File: src/rtl/mbrm_pkg.sv
`timescale 1ns / 1ps
// ----------------------------------------------------------------------------
// mbrm_pkg
// Shared sizes, codes and reset contents of the Modbus slave register map.
// ----------------------------------------------------------------------------
package mbrm_pkg;

    // Bank sizes
    localparam int HOLDING_COUNT  = 256;
    localparam int INPUT_COUNT    = 8;
    localparam int COIL_COUNT     = 16;
    localparam int DISCRETE_COUNT = 16;

    localparam int HOLDING_AW = (HOLDING_COUNT > 1) ? $clog2(HOLDING_COUNT) : 1;
    localparam int BIT_MAX    = (COIL_COUNT > DISCRETE_COUNT) ? COIL_COUNT : DISCRETE_COUNT;
    localparam int BPOS_W     = $clog2(BIT_MAX);

    localparam int WORD_W = 16;

    // Reset contents
    localparam logic [WORD_W-1:0] INPUT_BASE     = 16'h1000;
    localparam logic [WORD_W-1:0] BIT_RESET_WORD = 16'h0201;
    localparam logic [7:0]        BYTE_ALL_ONES  = 8'hFF;

    localparam logic [COIL_COUNT-1:0]     COIL_RESET = COIL_COUNT'(BIT_RESET_WORD);
    localparam logic [DISCRETE_COUNT-1:0] DISC_RESET = DISCRETE_COUNT'(BIT_RESET_WORD);

    // Stream packing
    localparam int S_TDATA_W = 56;
    localparam int S_TUSER_W = 3;
    localparam int M_TDATA_W = 16;
    localparam int M_TUSER_W = 2;

    typedef enum logic [2:0] {
        OP_RD_INPUT    = 3'd0,
        OP_RD_HOLDING  = 3'd1,
        OP_WR_HOLDING  = 3'd2,
        OP_RD_COILS    = 3'd3,
        OP_WR_COILS    = 3'd4,
        OP_RD_DISCRETE = 3'd5
    } opcode_t;

    typedef enum logic [1:0] {
        ST_OK     = 2'd0,
        ST_NOREG  = 2'd1,
        ST_BEYOND = 2'd2
    } status_t;

    // Input register bank contents (read only)
    function automatic logic [WORD_W-1:0] input_reg_word(input logic [16:0] addr);
        return INPUT_BASE + WORD_W'(addr);
    endfunction

endpackage

File: src/rtl/mbrm_hold_ram.sv
`timescale 1ns / 1ps
// ----------------------------------------------------------------------------
// mbrm_hold_ram
// Holding register store: one write port, one read port, registered read.
// ----------------------------------------------------------------------------
module mbrm_hold_ram (
    input  logic                                aclk,
    input  logic                                we,
    input  logic [mbrm_pkg::HOLDING_AW-1:0]     waddr,
    input  logic [mbrm_pkg::WORD_W-1:0]         wdata,
    input  logic                                re,
    input  logic [mbrm_pkg::HOLDING_AW-1:0]     raddr,
    output logic [mbrm_pkg::WORD_W-1:0]         rdata
);
    import mbrm_pkg::*;

    logic [WORD_W-1:0] mem [HOLDING_COUNT];
    logic [WORD_W-1:0] rdata_reg;

    always_ff @(posedge aclk) begin
        if (we) begin
            mem[waddr] <= wdata;
        end
    end

    // Hold the last read word until the next read
    always_ff @(posedge aclk) begin
        if (re) begin
            rdata_reg <= mem[raddr];
        end
    end

    assign rdata = rdata_reg;

endmodule

File: src/rtl/modbus_register_map.sv
`timescale 1ns / 1ps
// ----------------------------------------------------------------------------
// modbus_register_map
// Modbus slave register map, one request element per beat.
// ----------------------------------------------------------------------------
// Pipeline: two register stages from input beat to result beat (decode/RAM
//   read, output). Throughput: 1 beat per cycle while m_tready is high; the
//   holding RAM's single registered read port sets the two-stage depth.
// Reset: synchronous, active low. After reset the holding bank is swept to
//   zero, one entry per cycle (HOLDING_COUNT = 256 entries), with s_tready low.
// ----------------------------------------------------------------------------
module modbus_register_map (
    input  logic                               aclk,
    input  logic                               aresetn,
    // Request element
    input  logic                               s_tvalid,
    output logic                               s_tready,
    // start_address[15:0], quantity[31:16], element_index[39:32],
    // write_data[55:40]
    input  logic [mbrm_pkg::S_TDATA_W-1:0]     s_tdata,
    // opcode[2:0]
    input  logic [mbrm_pkg::S_TUSER_W-1:0]     s_tuser,
    // Result
    output logic                               m_tvalid,
    input  logic                               m_tready,
    // read_data[15:0]
    output logic [mbrm_pkg::M_TDATA_W-1:0]     m_tdata,
    // status[1:0]
    output logic [mbrm_pkg::M_TUSER_W-1:0]     m_tuser
);
    import mbrm_pkg::*;

    // ------------------------------------------------------------------
    // Unpack the request beat
    // ------------------------------------------------------------------
    opcode_t      opcode;
    logic [15:0]  start_address;
    logic [15:0]  quantity;
    logic [7:0]   element_index;
    logic [15:0]  write_data;

    assign opcode        = opcode_t'(s_tuser);
    assign start_address = s_tdata[15:0];
    assign quantity      = s_tdata[31:16];
    assign element_index = s_tdata[39:32];
    assign write_data    = s_tdata[55:40];

    // ------------------------------------------------------------------
    // Control and state registers
    // ------------------------------------------------------------------
    logic                    clearing_reg;
    logic [HOLDING_AW-1:0]   clr_cnt_reg;
    logic                    s1_valid_reg;
    status_t                 s1_status_reg;
    logic [WORD_W-1:0]       s1_rdata_reg;
    logic                    s1_use_ram_reg;
    logic                    m_tvalid_reg;
    logic [M_TDATA_W-1:0]    m_tdata_reg;
    status_t                 m_tuser_reg;
    logic [COIL_COUNT-1:0]   coil_reg;

    logic s_accept;
    logic s1_advance;

    // Advance the decode stage when the output register is free or drains
    assign s1_advance = s1_valid_reg && (!m_tvalid_reg || m_tready);
    assign s_tready   = !clearing_reg && (!s1_valid_reg || s1_advance);
    assign s_accept   = s_tvalid && s_tready;

    // ------------------------------------------------------------------
    // Range checks
    // ------------------------------------------------------------------
    logic [16:0] reg_end;        // start + quantity for the input bank
    logic [15:0] hold_base;      // one-based start made zero-based
    logic [16:0] hold_end;
    logic        hold_start_ok;
    logic [16:0] bit_end;
    logic [16:0] byte_count;     // ceil(quantity / 8)
    logic [16:0] bits_left;
    logic [3:0]  bits_n;
    logic [7:0]  bits_mask;
    logic [16:0] bit_pos_full;
    logic [BPOS_W-1:0] bit_pos;
    logic [16:0] input_addr;
    logic [HOLDING_AW-1:0] hold_addr;

    assign reg_end       = {1'b0, start_address} + {1'b0, quantity};
    assign hold_base     = start_address - 16'd1;
    assign hold_end      = {1'b0, hold_base} + {1'b0, quantity};
    assign hold_start_ok = (start_address != 16'd0);
    assign bit_end       = reg_end;
    assign byte_count    = ({1'b0, quantity} + 17'd7) >> 3;
    assign bits_left     = {1'b0, quantity} - {6'd0, element_index, 3'b000};
    assign bits_n        = (bits_left > 17'd8) ? 4'd8 : bits_left[3:0];
    assign bits_mask     = (bits_n >= 4'd8) ? BYTE_ALL_ONES : ((8'd1 << bits_n) - 8'd1);
    // Element k of a bit request starts at bit start + 8 * k
    assign bit_pos_full  = {1'b0, start_address} + {6'd0, element_index, 3'b000};
    assign bit_pos       = bit_pos_full[BPOS_W-1:0];
    assign input_addr    = {1'b0, start_address} + {9'd0, element_index};
    assign hold_addr     = HOLDING_AW'(hold_base + {8'd0, element_index});

    // ------------------------------------------------------------------
    // Bit banks: extract or merge one byte at bit_pos
    // ------------------------------------------------------------------
    logic [COIL_COUNT+7:0]     coil_shifted;
    logic [DISCRETE_COUNT+7:0] disc_shifted;
    logic [COIL_COUNT+7:0]     coil_mask_ext;
    logic [COIL_COUNT+7:0]     coil_data_ext;
    logic [COIL_COUNT-1:0]     coil_mask;
    logic [COIL_COUNT-1:0]     coil_next;

    assign coil_shifted  = {8'd0, coil_reg} >> bit_pos;
    assign disc_shifted  = {8'd0, DISC_RESET} >> bit_pos;
    assign coil_mask_ext = {{COIL_COUNT{1'b0}}, bits_mask} << bit_pos;
    assign coil_data_ext = {{COIL_COUNT{1'b0}}, write_data[7:0] & bits_mask} << bit_pos;
    assign coil_mask     = coil_mask_ext[COIL_COUNT-1:0];
    assign coil_next     = (coil_reg & ~coil_mask) | (coil_data_ext[COIL_COUNT-1:0] & coil_mask);

    // ------------------------------------------------------------------
    // Decode one request element
    // ------------------------------------------------------------------
    status_t           status_next;
    logic [WORD_W-1:0] rdata_next;
    logic              use_ram_next;
    logic              hold_rd_en;
    logic              hold_wr_en;
    logic              coil_wr_en;

    always_comb begin
        status_next  = ST_OK;
        rdata_next   = '0;
        use_ram_next = 1'b0;
        hold_rd_en   = 1'b0;
        hold_wr_en   = 1'b0;
        coil_wr_en   = 1'b0;
        unique case (opcode)
            OP_RD_INPUT: begin
                if (reg_end > 17'(INPUT_COUNT)) begin
                    status_next = ST_NOREG;
                end else if ({8'd0, element_index} >= quantity) begin
                    status_next = ST_BEYOND;
                end else begin
                    rdata_next = input_reg_word(input_addr);
                end
            end
            OP_RD_HOLDING, OP_WR_HOLDING: begin
                if (!hold_start_ok || hold_end > 17'(HOLDING_COUNT)) begin
                    status_next = ST_NOREG;
                end else if ({8'd0, element_index} >= quantity) begin
                    status_next = ST_BEYOND;
                end else if (opcode == OP_RD_HOLDING) begin
                    use_ram_next = 1'b1;
                    hold_rd_en   = 1'b1;
                end else begin
                    hold_wr_en = 1'b1;
                end
            end
            OP_RD_COILS, OP_WR_COILS: begin
                if (bit_end > 17'(COIL_COUNT)) begin
                    status_next = ST_NOREG;
                end else if ({9'd0, element_index} >= byte_count) begin
                    status_next = ST_BEYOND;
                end else if (opcode == OP_RD_COILS) begin
                    rdata_next = {8'd0, coil_shifted[7:0] & bits_mask};
                end else begin
                    coil_wr_en = 1'b1;
                end
            end
            OP_RD_DISCRETE: begin
                if (bit_end > 17'(DISCRETE_COUNT)) begin
                    status_next = ST_NOREG;
                end else if ({9'd0, element_index} >= byte_count) begin
                    status_next = ST_BEYOND;
                end else begin
                    rdata_next = {8'd0, disc_shifted[7:0] & bits_mask};
                end
            end
            default: begin
                status_next = ST_NOREG;
            end
        endcase
    end

    // ------------------------------------------------------------------
    // Holding RAM: sweep to zero after reset, then serve requests.
    // A write lands at its accept edge, so any later read sees it.
    // ------------------------------------------------------------------
    logic                  ram_we;
    logic [HOLDING_AW-1:0] ram_waddr;
    logic [WORD_W-1:0]     ram_wdata;
    logic                  ram_re;
    logic [WORD_W-1:0]     ram_rdata;

    assign ram_we    = clearing_reg || (s_accept && hold_wr_en);
    assign ram_waddr = clearing_reg ? clr_cnt_reg : hold_addr;
    assign ram_wdata = clearing_reg ? '0 : write_data;
    assign ram_re    = s_accept && hold_rd_en;

    mbrm_hold_ram u_hold_ram (
        .aclk  (aclk),
        .we    (ram_we),
        .waddr (ram_waddr),
        .wdata (ram_wdata),
        .re    (ram_re),
        .raddr (hold_addr),
        .rdata (ram_rdata)
    );

    // ------------------------------------------------------------------
    // Clocked state
    // ------------------------------------------------------------------
    always_ff @(posedge aclk) begin
        if (!aresetn) begin
            clearing_reg <= 1'b1;
            clr_cnt_reg  <= '0;
            s1_valid_reg <= 1'b0;
            m_tvalid_reg <= 1'b0;
            coil_reg     <= COIL_RESET;
        end else begin
            // Sweep the holding bank one entry per cycle
            if (clearing_reg) begin
                clr_cnt_reg <= clr_cnt_reg + 1'b1;
                if (clr_cnt_reg == HOLDING_AW'(HOLDING_COUNT - 1)) begin
                    clearing_reg <= 1'b0;
                end
            end
            if (s_accept && coil_wr_en) begin
                coil_reg <= coil_next;
            end
            if (s_accept) begin
                s1_valid_reg <= 1'b1;
            end else if (s1_advance) begin
                s1_valid_reg <= 1'b0;
            end
            if (s1_advance) begin
                m_tvalid_reg <= 1'b1;
            end else if (m_tready) begin
                m_tvalid_reg <= 1'b0;
            end
        end
    end

    // Payload: no reset needed
    always_ff @(posedge aclk) begin
        if (s_accept) begin
            s1_status_reg  <= status_next;
            s1_rdata_reg   <= rdata_next;
            s1_use_ram_reg <= use_ram_next;
        end
        if (s1_advance) begin
            m_tdata_reg <= s1_use_ram_reg ? ram_rdata : s1_rdata_reg;
            m_tuser_reg <= s1_status_reg;
        end
    end

    assign m_tvalid = m_tvalid_reg;
    assign m_tdata  = m_tdata_reg;
    assign m_tuser  = m_tuser_reg;

    // ------------------------------------------------------------------
    // Assertions
    // ------------------------------------------------------------------
    a_no_accept_while_clearing: assert property (
        @(posedge aclk) disable iff (!aresetn)
        clearing_reg |-> !s_tready
    ) else $error("request accepted during holding bank sweep");

    a_error_reads_zero: assert property (
        @(posedge aclk) disable iff (!aresetn)
        (m_tvalid && m_tuser != ST_OK) |-> (m_tdata == '0)
    ) else $error("error result carries nonzero read data");

    a_stage_holds_on_stall: assert property (
        @(posedge aclk) disable iff (!aresetn)
        (s1_valid_reg && m_tvalid && !m_tready) |=> s1_valid_reg
    ) else $error("decode stage lost an element under output stall");

    a_ram_write_source: assert property (
        @(posedge aclk) disable iff (!aresetn)
        (ram_we && !clearing_reg) |-> (s_accept && opcode == OP_WR_HOLDING)
    ) else $error("holding RAM written without a holding write beat");

    a_single_ram_access: assert property (
        @(posedge aclk) disable iff (!aresetn)
        ram_re |-> !ram_we
    ) else $error("holding RAM read and written in one cycle");

endmodule

File: config.mk
export PLATFORM = sky130hd
export DESIGN_NAME = modbus_register_map
export DESIGN_NICKNAME = d
export VERILOG_FILES = /design/src/rtl/mbrm_pkg.sv /design/src/rtl/mbrm_hold_ram.sv /design/src/rtl/modbus_register_map.sv
export SDC_FILE = /design/constraint.sdc
export NUM_CORES = 2
export LEC_CHECK = 0
export ABC_AREA = 1
export BUFFER_PORTS_ARGS = -buffer_cell sky130_fd_sc_hd__clkbuf_2
export CORE_ASPECT_RATIO = 0.5
export CORE_MARGIN = 3
export CORE_UTILIZATION = 45
export CTS_CLUSTER_SIZE = 10
export DETAILED_ROUTE_END_ITERATION = 16
export HOLD_SLACK_MARGIN = 0.1
export PLACE_DENSITY_LB_ADDON = 0.15
export SLEW_MARGIN = 20
export SYNTH_ARGS = -nofsm -noshare
export SYNTH_HDL_FRONTEND = slang
export SYNTH_SLANG_ARGS = --single-unit
File: constraint.sdc
create_clock -name aclk -period 17.25 [get_ports aclk]
set_input_delay 0.8625 -clock aclk [delete_from_list [all_inputs] [get_ports aclk]]
set_output_delay 0.8625 -clock aclk [all_outputs]
set_load 0.02 [all_outputs]
# After elaboration in Yosys (flattened, before gate mapping)
# Memories as Yosys holds them, arrays and structs flattened. A register that Yosys moved wholly into a read port is not among the register bits.
# Cells that the tools add are included.
[word_totals]
ff_bits = 64
ram_bits = 4096
in_bits = 63
output_inout_bits = 20
wordCells = 107
n_memories = 1
[mem_list]
columns = ["name", "depth", "width", "read_ports", "rd_clocked_by_memory_dff", "wr", "line", "source"]
rows = [
  ["u_hold_ram.mem", 256, 16, 1, 1, 1, "mbrm_hold_ram.sv:17", "logic [WORD_W-1:0] mem [HOLDING_COUNT];"],
]
[classes]
add_sub_neg = 11
order_cmp = 7
eq_ne = 6
shifts = 5
mux = 39
n_bitwise = 7
n_reduce_logical = 21
[ops]
columns = ["operator", "count"]
rows = [
  ["$mux W16", 4],
  ["$mux W8", 7],
  ["$pmux W16 S3", 1],
  ["$add A16 B16 Y17", 2],
  ["$gt A17 B4 Y1 const B", 2],
  ["$and A16 B16 Y16", 2],
  ["$shl A8 B4 Y16", 2],
  ["$and A8 B8 Y8", 3],
  ["$mux W1", 20],
  ["$add A16 B3 Y17 const B", 1],
  ["$gt A17 B5 Y1 const B", 1],
  ["$gt A17 B9 Y1 const B", 1],
  ["$sub A16 B11 Y17", 1],
  ["$add A13 B16 Y16 const A", 1],
  ["$add A16 B8 Y16", 1],
  ["$ge A8 B16 Y1", 1],
  ["$not A16 Y16", 1],
  ["$or A16 B16 Y16", 1],
  ["$reduce_bool A16 Y1", 1],
  ["$shr A16 B4 Y8", 1],
  ["$sub A16 B1 Y16 const B", 1],
  ["$ge A8 B14 Y1", 1],
  ["$mux W2", 5],
  ["$shr A10 B4 Y8 const A", 1],
  ["19 further kinds", 34],
]

# Logic depth before layout (Yosys ltp)
[depth]
ltp_word = 11
ltp_mapped = 31
mapped_depth_nobuf = 31

# By module
# Synthesis repeated with hierarchy kept, for this count alone.
[unflattened]
cells_unflattened = 14849
hier_area_um2 = 173848.0
[by_module_without_submodules]
columns = ["module", "instances", "cells_each", "area_each_um2", "seq_area_each_um2"]
rows = [
  ["mbrm_hold_ram", 1, 13617, 165866.6, 123478.4],
  ["modbus_register_map", 1, 1232, 7981.4, 1651.6],
]

# Least setup slack after synthesis
# Ideal clock, no wire load.
[synth_path]
kind = "input port to flip-flop"
startpoint = "input port s_tdata[42] in the netlist's numbering"
endpoint = "memory u_hold_ram.mem[0][2] (data pin)"
setup_time_ns = 1.409
arrival_ns = 6.871
required_time_ns = 15.841
setup_slack_ns = 8.970
cell_stages = 2
path_buffers = 0
cell_sequence = "inv_1 nor2_1"
[synth_via]
elab_chain_len = 1
[synth_lines]
columns = ["item", "line", "source"]
rows = [
  ["from (decl)", "modbus_register_map.sv:20", "input logic [mbrm_pkg::S_TDATA_W-1:0] s_tdata,"],
  ["$mux W16", "modbus_register_map.sv:196", "assign ram_wdata = clearing_reg ? '0 : write_data;"],
  ["via ram_wdata[2]", "modbus_register_map.sv:190", "logic [WORD_W-1:0] ram_wdata;"],
  ["to (decl)", "mbrm_hold_ram.sv:17", ""],
]
# The timed path passes the listed nets, and every way through them passes these cells.

# Worst setup path in the final report
[layout_path]
startpoint = "input port s_tdata[0] in the netlist's numbering"
endpoint = "register u_hold_ram.rdata_reg[4] (netlist: u_hold_ram.rdata[4]), read port of u_hold_ram.mem (data pin)"
[layout_via]
elab_chain_len = 7
word_cells_on_any_way = 10
cone_classes = "3 x add/sub; 1 x order compare; 2 x mux; 4 x reduce/logical"
[layout_lines]
columns = ["item", "line", "source"]
rows = [
  ["$sub A16 B1 Y16", "modbus_register_map.sv:88", "assign hold_base = start_address - 16'd1;"],
  ["$add A16 B16 Y17", "modbus_register_map.sv:89", "assign hold_end = {1'b0, hold_base} + {1'b0, quantity};"],
  ["$gt A17 B9 Y1", "modbus_register_map.sv:147", "if (!hold_start_ok || hold_end > 17'(HOLDING_COUNT)) begin"],
  ["$logic_or A1 B1 Y1", "modbus_register_map.sv:147", ""],
  ["$mux W1", "modbus_register_map.sv:147", ""],
  ["$mux W1", "modbus_register_map.sv:136", "unique case (opcode)"],
  ["$logic_and A1 B1 Y1", "modbus_register_map.sv:197", "assign ram_re = s_accept && hold_rd_en;"],
  ["to (decl)", "mbrm_hold_ram.sv:18", "logic [WORD_W-1:0] rdata_reg;"],
]
# Parallel ways exist; a longest one is shown, timed or not.
# A chain may end at the register's enable or synchronous reset.

==> results.sh <==
export IMPL_status="finished, final reports clean"
export IMPL_yosysMostFrequentCell="edfxtp_1"
export IMPL_worst_pin_slew_ps=1400
export IMPL_rsz0062_at_grt="no"
export IMPL_pwr_share_clk_pct=36.2
export IMPL_vias=114743
export IMPL_antenna_found_initial=37
export IMPL_syn_to_final_growth_pct=11.2
export IMPL_hold_slack_ps=263
export IMPL_rows=159
export IMPL_seq_area_frac_synth_pct=72.9
export IMPL_synth_cell_types=70
export IMPL_peakVddDrop_v=0.0000880
export IMPL_power_frac_seq_pct=46.9
export IMPL_drv_cap=0
export IMPL_clkTransAtPathRegs_ps=60
export IMPL_routed_wl_mm=527
export IMPL_power_w=0.0235
export IMPL_largest_register="u_hold_ram.mem"
export IMPL_timing_fmax_ghz=0.122
export IMPL_hold_path_class="primary input to flop"
export IMPL_netlist_top_cells_area="edfxtp_1 (73%), nor2_1 (7.6%), o32ai_1 (5.2%)"
export IMPL_io_buffers=82
export IMPL_p_comb_share_pct=16.9
export IMPL_end_kind="flop"
export IMPL_grt_max_degree=192
export IMPL_synth_top_area_cell="edfxtp_1"
export IMPL_path_class="primary input to flop"
export IMPL_syn_num_nets=13930
export IMPL_final_nets=13955
export IMPL_dieArea_um2=389000
export IMPL_synth_area_um2=172000
export IMPL_synth_warnings=0
export IMPL_p_switching_w=0.00673
export IMPL_synthArstFlopShare_pct=0
export IMPL_place_inst=18416
export IMPL_synthFlopType="edfxtp_1"
export IMPL_post_cts_buffers=0
export IMPL_io_pins=83
export IMPL_cts_resized_gates=0
export IMPL_synth_top_area_share_pct=72.6
export IMPL_crit_arrival_ps=9020
export IMPL_largest_reg_flops=4096
export IMPL_gp_congestion=0.876
export IMPL_clockBufferDepth=4
export IMPL_finalHoldViolCount=0
export IMPL_clk_latency_ps=960
export IMPL_p_sw_share_pct=28.7
export IMPL_drtPass1Iterations=6
export IMPL_crit_path_start_kind="primary input"
export IMPL_p_per_area_nw_per_um2=123
export IMPL_max_slew_margin_pct=6.70
export IMPL_post_route_drc_count=0
export IMPL_finish_utilization_pct=50.5
export IMPL_wl_per_cell_um=27.7
export IMPL_fin_crit_sh_pct=47.6
export IMPL_ant_nets=0
export IMPL_seq_area_um2=125000
export IMPL_chipWidth_um=879
export IMPL_grt_pass1_vias=106685
export IMPL_required_ps=18050
export IMPL_fin_setup_tns_ps=0
export IMPL_synth_common_cells="edfxtp_1 (4149), nor2_1 (3467), nand2_1 (1411)"
export IMPL_htree_levels=5
export IMPL_synth_seq_cells=4176
export IMPL_cts_tree="built"
export IMPL_setup_violations=0
export IMPL_synthCells=13783
export IMPL_cts_sinks=4176
export IMPL_synth_edf_count=4149
export IMPL_initial_core_util_pct=45.5
export IMPL_fin_skew_ps=46.6
export IMPL_cts_hold_buf=0
export IMPL_cp_max_fo=181
export IMPL_p_int_w=0.0168
export IMPL_drive_gt1_share_pct=8.51
export IMPL_leakagePower_nw=63.4
export IMPL_coreArea_um2=377000
export IMPL_grt_overflow=0
export IMPL_die_h_um=443
export IMPL_drt_iter0_drc=14352
export IMPL_post_dp_hpwl_mm=302
export IMPL_gr_usage_all_layers_pct=26.3
export IMPL_numCtsBuffers=461
export IMPL_final_cells=19001
export IMPL_multiInputGateArea_um2=42100
export IMPL_fill_cells=32569
export IMPL_viasPerCell=6.04
export IMPL_syn_area_per_cell_um2=12.4
export IMPL_report_final_slew_viol_count=0
export IMPL_finalCriticalPeriod_ps=8220
export IMPL_ctsRootBufferMaster="clkbuf_16"
export IMPL_grt_pass1_wl_mm=762
-- area by class of cell --
class / instances / share of cell area [%]
sequential: 4176 / 65.6
multi-input combinational: 8432 / 22.1
clock buffer: 500 / 6.16
tap: 5071 / 3.33
timing repair buffer: 527 / 2.14
inverter: 210 / 0.428
clock inverter: 23 / 0.173
antenna: 62 / 0.0813
-- cell usage in the layout (no fill, tap or decap), types with 20 or more instances in the layout --
cell / n
dfxtp_1: 26
mux2i_1: 20
nand2_1: 1405
nor2_2: 40
nand2_2: 23
o32ai_1: 1024
clkbuf_2: 82
ha_1: 78
edfxtp_1: 4149
inv_1: 196
nor3_1: 35
nor2_4: 23
o22ai_1: 34
nor2_1: 3436
clkbuf_16: 464
nand3_1: 519
diode_2: 62
a31oi_1: 132
xor2_1: 33
o21ai_0: 1212
buf_12: 25
a21oi_1: 247
buf_4: 416
clkbuf_1: 35
-- worst max-delay path, cell delays in order --
cell,delay [ps]
clkbuf_2,90
buf_4,390
inv_1,540
ha_1,500
fa_4,1200
buf_4,700
buf_4,690
buf_12,430
buf_4,750
o21ai_0,200
o32ai_1,150
nand2_1,90
nand3_1,130
nand2_1,100
a31oi_1,630
a31oi_1,270
o21ai_0,270
o22ai_1,190
mux2i_1,180
-- power by group through the flow --
stage | clock (W) | combinational [W] | sequential [W]
2_1_floorplan | 0 | 0.00223 | 0.0112
3_3_place_gp | 0 | 0.00388 | 0.0112
3_5_place_dp | 0 | 0.00389 | 0.0112
4_1_cts | 0.00861 | 0.00391 | 0.0110
5_1_grt | 0.00903 | 0.00422 | 0.0110
6_report | 0.00850 | 0.00397 | 0.0110
-- metrics by stage --
stage	cell area, um^2	setup slack (ps)
2_1_floorplan	172000	8970
4_1_cts	191000	9300
3_3_place_gp	178000	8310
5_1_grt	191000	8840
6_report	191000	9030
3_5_place_dp	178000	8250
-- worst paths after layout --
check                        start                 endpoint  slack, ps  cells past startpoint
setup / recovery        s_tdata[0]      u_hold_ram.rdata[4]       9030                     19
hold / removal            m_tready                 m_tvalid        260                      4
setup reg to reg      clearing_reg  u_hold_ram.mem[175][13]      12220                     11
hold reg to reg   s1_status_reg[0]               m_tuser[0]        420                      0
-- cell families (layout without fill, tap and decap cells) --
family	count (synthesis)	in the layout	share of synthesized area [%]
and+or+nand+nor	5539	5539	12.8
buffers and inverters	1175	1260	2.69
AOI/OAI and AO/OA	2724	2724	10.4
muxes	36	36	0.222
adders and majority gates	84	84	0.635
DFF	4176	4176	72.9
xor gates and xnor gates	49	49	0.270
other	0	62	0
-- metal layers --
layer,vias up,track usage (%),part of all wire [%]
met1,58050,39.5,44
met4,10,6.72,2.7
met2,5402,39.1,44
li1,50535,-,-
met3,746,5.59,10
met5,-,0,0.012
(Power assumes the default switching activity.)
